--- src/design/bsmh_pkg.sv ---
`timescale 1ns / 1ps
`default_nettype none
// ----------------------------------------------------------------------------
// bsmh_pkg: shared types and mix helpers for the byte stream mix hash
// Holds the accumulator triple, the pipeline word format and one mix row.
// ----------------------------------------------------------------------------
package bsmh_pkg;

  localparam int unsigned MixRows    = 9;
  localparam int unsigned BlockBytes = 12;

  // shift amount of each mix row, first row first
  localparam logic [4:0] MIX_SHIFT [MixRows] = '{
    5'd13, 5'd8, 5'd13, 5'd12, 5'd16, 5'd5, 5'd3, 5'd10, 5'd15
  };

  // which accumulator a mix row rewrites
  typedef enum logic [1:0] {
    ROLE_A,
    ROLE_B,
    ROLE_C
  } mix_role_e;

  typedef struct packed {
    logic [31:0] a;
    logic [31:0] b;
    logic [31:0] c;
  } abc_t;

  // one word traveling through the mix pipeline
  typedef struct packed {
    logic valid;  // slot holds a job
    logic blk;    // a full block was added, block mix runs
    logic fin;    // end of message, closing mix runs and hash leaves
    abc_t acc;    // accumulators under mix
    abc_t tail;   // tail words, length already folded into c
  } job_t;

  // one subtract/subtract/xor-shift row of the mix
  function automatic abc_t mix_row(input mix_role_e role, input logic [4:0] sh,
                                   input abc_t x);
    abc_t y;
    y = x;
    case (role)
      ROLE_A: begin
        y.a = x.a - x.b - x.c;
        y.a = y.a ^ (x.c >> sh);
      end
      ROLE_B: begin
        y.b = x.b - x.c - x.a;
        y.b = y.b ^ (x.a << sh);
      end
      ROLE_C: begin
        y.c = x.c - x.a - x.b;
        y.c = y.c ^ (x.b >> sh);
      end
      default: y = x;
    endcase
    return y;
  endfunction

endpackage
`default_nettype wire

--- src/design/bsmh_mix_stage.sv ---
`timescale 1ns / 1ps
`default_nettype none
// ----------------------------------------------------------------------------
// bsmh_mix_stage: one registered row of the mix
// Applies one subtract/xor/shift row to the accumulators of the word passing
// through; flags and tail words ride along unchanged.
// ----------------------------------------------------------------------------
module bsmh_mix_stage
  import bsmh_pkg::*;
#(
  parameter int unsigned Row = 0
) (
  input  wire  logic clk_i,
  input  wire  logic rst_ni,
  input  wire  logic adv_i,
  input  wire  job_t job_i,
  output job_t       job_o
);

  localparam logic [1:0] RoleCode = 2'(Row % 3);

  job_t job_d;
  job_t job_q;

  // row logic
  always_comb begin
    job_d     = job_i;
    job_d.acc = mix_row(mix_role_e'(RoleCode), MIX_SHIFT[Row], job_i.acc);
  end

  // stage register, held while the pipe stalls
  always_ff @(posedge clk_i or negedge rst_ni) begin
    if (!rst_ni) begin
      job_q <= '0;
    end else if (adv_i) begin
      job_q <= job_d;
    end
  end

  assign job_o = job_q;

endmodule
`default_nettype wire

--- config.mk ---
export PLATFORM = sky130hd
export DESIGN_NAME = bsmh_mix_stage
export DESIGN_NICKNAME = d
export VERILOG_FILES = /design/src/design/bsmh_pkg.sv /design/src/design/bsmh_mix_stage.sv
export SDC_FILE = /design/constraint.sdc
export NUM_CORES = 1
export LEC_CHECK = 0
export BUFFER_PORTS_ARGS = -buffer_cell sky130_fd_sc_hd__buf_2
export CAP_MARGIN = 15
export CORE_ASPECT_RATIO = 1.75
export CORE_MARGIN = 8
export CORE_UTILIZATION = 30
export DETAILED_ROUTE_END_ITERATION = 8
export PLACE_DENSITY = 0.56
export SLEW_MARGIN = 10
export SYNTH_ARGS = -nofsm -noshare
export SYNTH_HDL_FRONTEND = slang
export SYNTH_SLANG_ARGS = --single-unit
--- constraint.sdc ---
create_clock -name clk_i -period 2.8 [get_ports clk_i]
set_input_delay 0.14 -clock clk_i [delete_from_list [all_inputs] [get_ports clk_i]]
set_output_delay 0.14 -clock clk_i [all_outputs]
set_load 0.03 [all_outputs]
==> results.py <==
metrics = {
    "critical_path": {
        "startpoint": "job_i[143]",
        "rr_worst_depth": 2,
        "critical_path_arrival_ps": 3070,
        "critPathCaptureType": "register",
        "r2r-end": "job_o[185]$_DFFE_PN0P_",
        "required_ps": 3160,
        "worstSetupPathType": "primary input to register",
        "r2r-start": "job_o[185]$_DFFE_PN0P_",
        "cp-start-kind": "primary input",
        "worst-path-max-fanout": 5,
        "regToRegSetupSlack_ps": 1800,
    },
    "floorplan": {
        "dieArea_mm2": 0.0400,
        "io_pins": 393,
        "initial_core_util_pct": 30.2,
        "die_w_um": 155,
        "row_count": 89,
        "die_y_um": 259,
        "fp.coreArea_mm2": 0.0334,
    },
    "synthesis": {
        "synth_fa_ha_area_share_pct": 10.0,
        "synth_compound_area_share_pct": 8.60,
        "avgSynthCellArea_um2": 12.4,
        "syn_inst": 814,
        "synth_fp_nets": 1075,
        "synth_top_family_by_area": "multiplexers",
        "synth_edf_count": 0,
        "synth_top_cell_area_share_pct": 48.4,
        "synth-simple-area-share_pct": 4.70,
        "syn_area_mm2": 0.0101,
        "async_flop_share_pct": 100,
        "synthMuxAreaShare_pct": 19.3,
        "synth_top_flop_cell": "dfrtp_1",
        "post-synth-top-area-cell": "dfrtp_1",
        "synth_common_cells": "dfrtp_1 (195), mux2_2 (173), inv_1 (71)",
        "synth_cell_type_count": 60,
        "synth-xor-area-share_pct": 4.17,
        "ys_warn_count": 0,
        "yosysSeqAreaShare_pct": 48.4,
        "yosys.cell_count.top_type": "dfrtp_1",
        "synth_area_leaders": "dfrtp_1 (48%), mux2_2 (19%), fa_1 (6.0%)",
        "ys_ff_latch": 195,
    },
    "min_path": {
        "worstHoldEndpoint": "job_o[124]$_DFFE_PN0P_",
        "hold_depth": 2,
        "hp-class": "primary input to register",
        "hp-start": "job_i[124]",
    },
    "timing": {
        "setup-violations-final": 0,
        "fin_crit_ps": 2710,
        "max_slew_margin_pct": 66.2,
        "finalMaxSlewViolations": 0,
        "fin_skew_ps": 0,
        "fmax_mhz": 369,
        "timing.final.crit_share_pct": 96.7,
        "hold_viol": 0,
        "tightest_slew_ps": 508,
        "fin_tns_setup_ps": 0,
    },
    "place": {
        "gp_congestion": 0.839,
        "place_hpwl_um": 27500,
        "dpl-instance-area_mm2": 0.0130,
        "portBuffers": 392,
    },
    "global_route": {
        "grt_start_max_net_pins": 73,
        "grt.total_usage_pct": 17.7,
        "grt_pass1_vias": 9606,
        "antenna_found_initial": 4,
        "grt.overflow.total": 0,
        "grt_first_pass_wirelength_um": 53900,
    },
    "layout": {
        "layout-drive-gt1-share_pct": 49.4,
        "nFillCells": 3093,
        "nNetsFinal": 1675,
        "largest_reg_flops": 195,
        "fin_area_mm2": 0.0152,
        "syn2layout_area_growth_pct": 50.8,
    },
    "cts": {
        "path_clk_slew_ps": 90,
        "cts_buffers": 17,
        "htreeDepth": 4,
        "clock_sinks": 195,
        "clkLatencyLatePin_ps": 450,
        "cts_buffer_depth": 2,
        "root_buffer": "clkbuf_16",
        "cts_tree": "yes",
    },
    "drt": {
        "vias_per_cell": 4.61,
        "wl_per_cell_um": 19.3,
        "first_iter_violations": 227,
        "vias": 8479,
        "wl_um": 35500,
        "drt.antenna.violating_nets": 0,
        "drt_pass1_iterations": 4,
        "drc_errors": 0,
    },
    "outcome": {
        "status": "completed",
    },
    "power": {
        "vdd_drop_max_mv": 0.475,
        "power_uw": 10100,
        "p_per_area_mw_per_mm2": 662,
        "leakage_uw": 0.00727,
    },
    "run": {
        "max_cap_viol_count": 0,
    },
}
[metal layers]
layer	vias to the layer above	share of wire, %	wire length, um	global-route usage (%)
met5	-	0.062	22	0
met4	4	3.5	1230	7.98
met3	65	7.0	2470	6.09
met2	256	57	20100	34.3
met1	4142	33	11700	16.2
li1	4012	-	-	-
[power by group]
group	total [uW]	switching [uW]	internal, uW	leakage, uW
clock	2580	1290	1290	0.000298
sequential	3470	225	3240	0.00227
combinational	4030	2410	1620	0.00470
[metrics by stage]
| step | util, % | hold WS [ps] | worst slack [ps] | cells |
|---|---|---|---|---|
| after floorplan | - | -156 | 231 | 814 |
| after global placement | 38.9 | 109 | -73.9 | 1654 |
| after detailed placement | 38.9 | 105 | -133 | 1654 |
| after CTS | 45.1 | 22.2 | 22.9 | 1835 |
| after global routing | 45.5 | 29.8 | -8.45 | 1837 |
| final | 45.5 | 27.9 | 93.5 | 1838 |
[worst max-delay path by stage]
stage | to | slack [ps] | depth (start not counted)
global route | job_o[189]$_DFFE_PN0P_ | -8 | 14
global placement | job_o[190]$_DFFE_PN0P_ | -70 | 12
finish | job_o[189]$_DFFE_PN0P_ | 90 | 13
CTS | job_o[183]$_DFFE_PN0P_ | 20 | 12
floorplan | job_o[185]$_DFFE_PN0P_ | 230 | 10
detailed placement | job_o[189]$_DFFE_PN0P_ | -130 | 12
[worst max-delay path: stages]
cell and delay, ps:
dlygate4sd3_1 530, buf_2 130, inv_1 70, fa_1 460, ha_4 300, buf_6 110
nand2_2 70, a311o_1 280, a21oi_2 200, a21oi_4 110, buf_4 150, o31a_1 260
o311ai_1 260
[logic make-up (layout without fill, tap and decap cells)]
group | Yosys count | in the layout
AO/OA/AOI/OAI | 128 | 128
XOR/XNOR | 48 | 48
adder cells (fa/ha/maj) | 63 | 63
buffers and inverters | 108 | 721
flip-flops | 195 | 195
multiplexers | 173 | 173
other | 0 | 2
AND/OR/NAND/NOR | 99 | 99
[layout make-up]
class / count / area (um2) / area share, %
Inverter: 71 / 267 / 1.75
Multi-Input combinational cell: 511 / 4840 / 31.8
Timing Repair Buffer: 618 / 4100 / 27.0
Clock buffer: 17 / 425 / 2.80
Tap cell: 409 / 512 / 3.36
Sequential cell: 195 / 4880 / 32.1
Clock inverter: 15 / 180 / 1.18
Antenna cell: 2 / 5.00 / 0.0329
[cells in the final DEF, fill, tap and decap left out, types with 3 or more instances in the layout]
cell	count
a21o_1	13
a21oi_1	46
a21oi_2	4
and2_1	5
buf_12	4
buf_2	390
buf_4	72
clkbuf_16	17
clkinv_4	3
dfrtp_1	195
dlygate4sd3_1	149
fa_1	29
ha_1	28
ha_4	4
inv_1	71
inv_6	4
inv_8	5
mux2_2	173
nand2_1	23
nand3_1	5
nand4_1	13
nor2_1	30
nor2b_1	3
nor3_1	4
o21a_1	5
o21ai_0	17
o21ai_1	4
o21bai_1	4
o31ai_1	6
xnor2_1	38
xor2_1	10
[timing repair]
item,in CTS,in global routing
endpoints found under the hold margin,202,0
endpoints found under the setup margin,0,12
hold buffers,149,0
setup buffers,0,1
resized for setup,0,25
(Power assumes the default switching activity.)
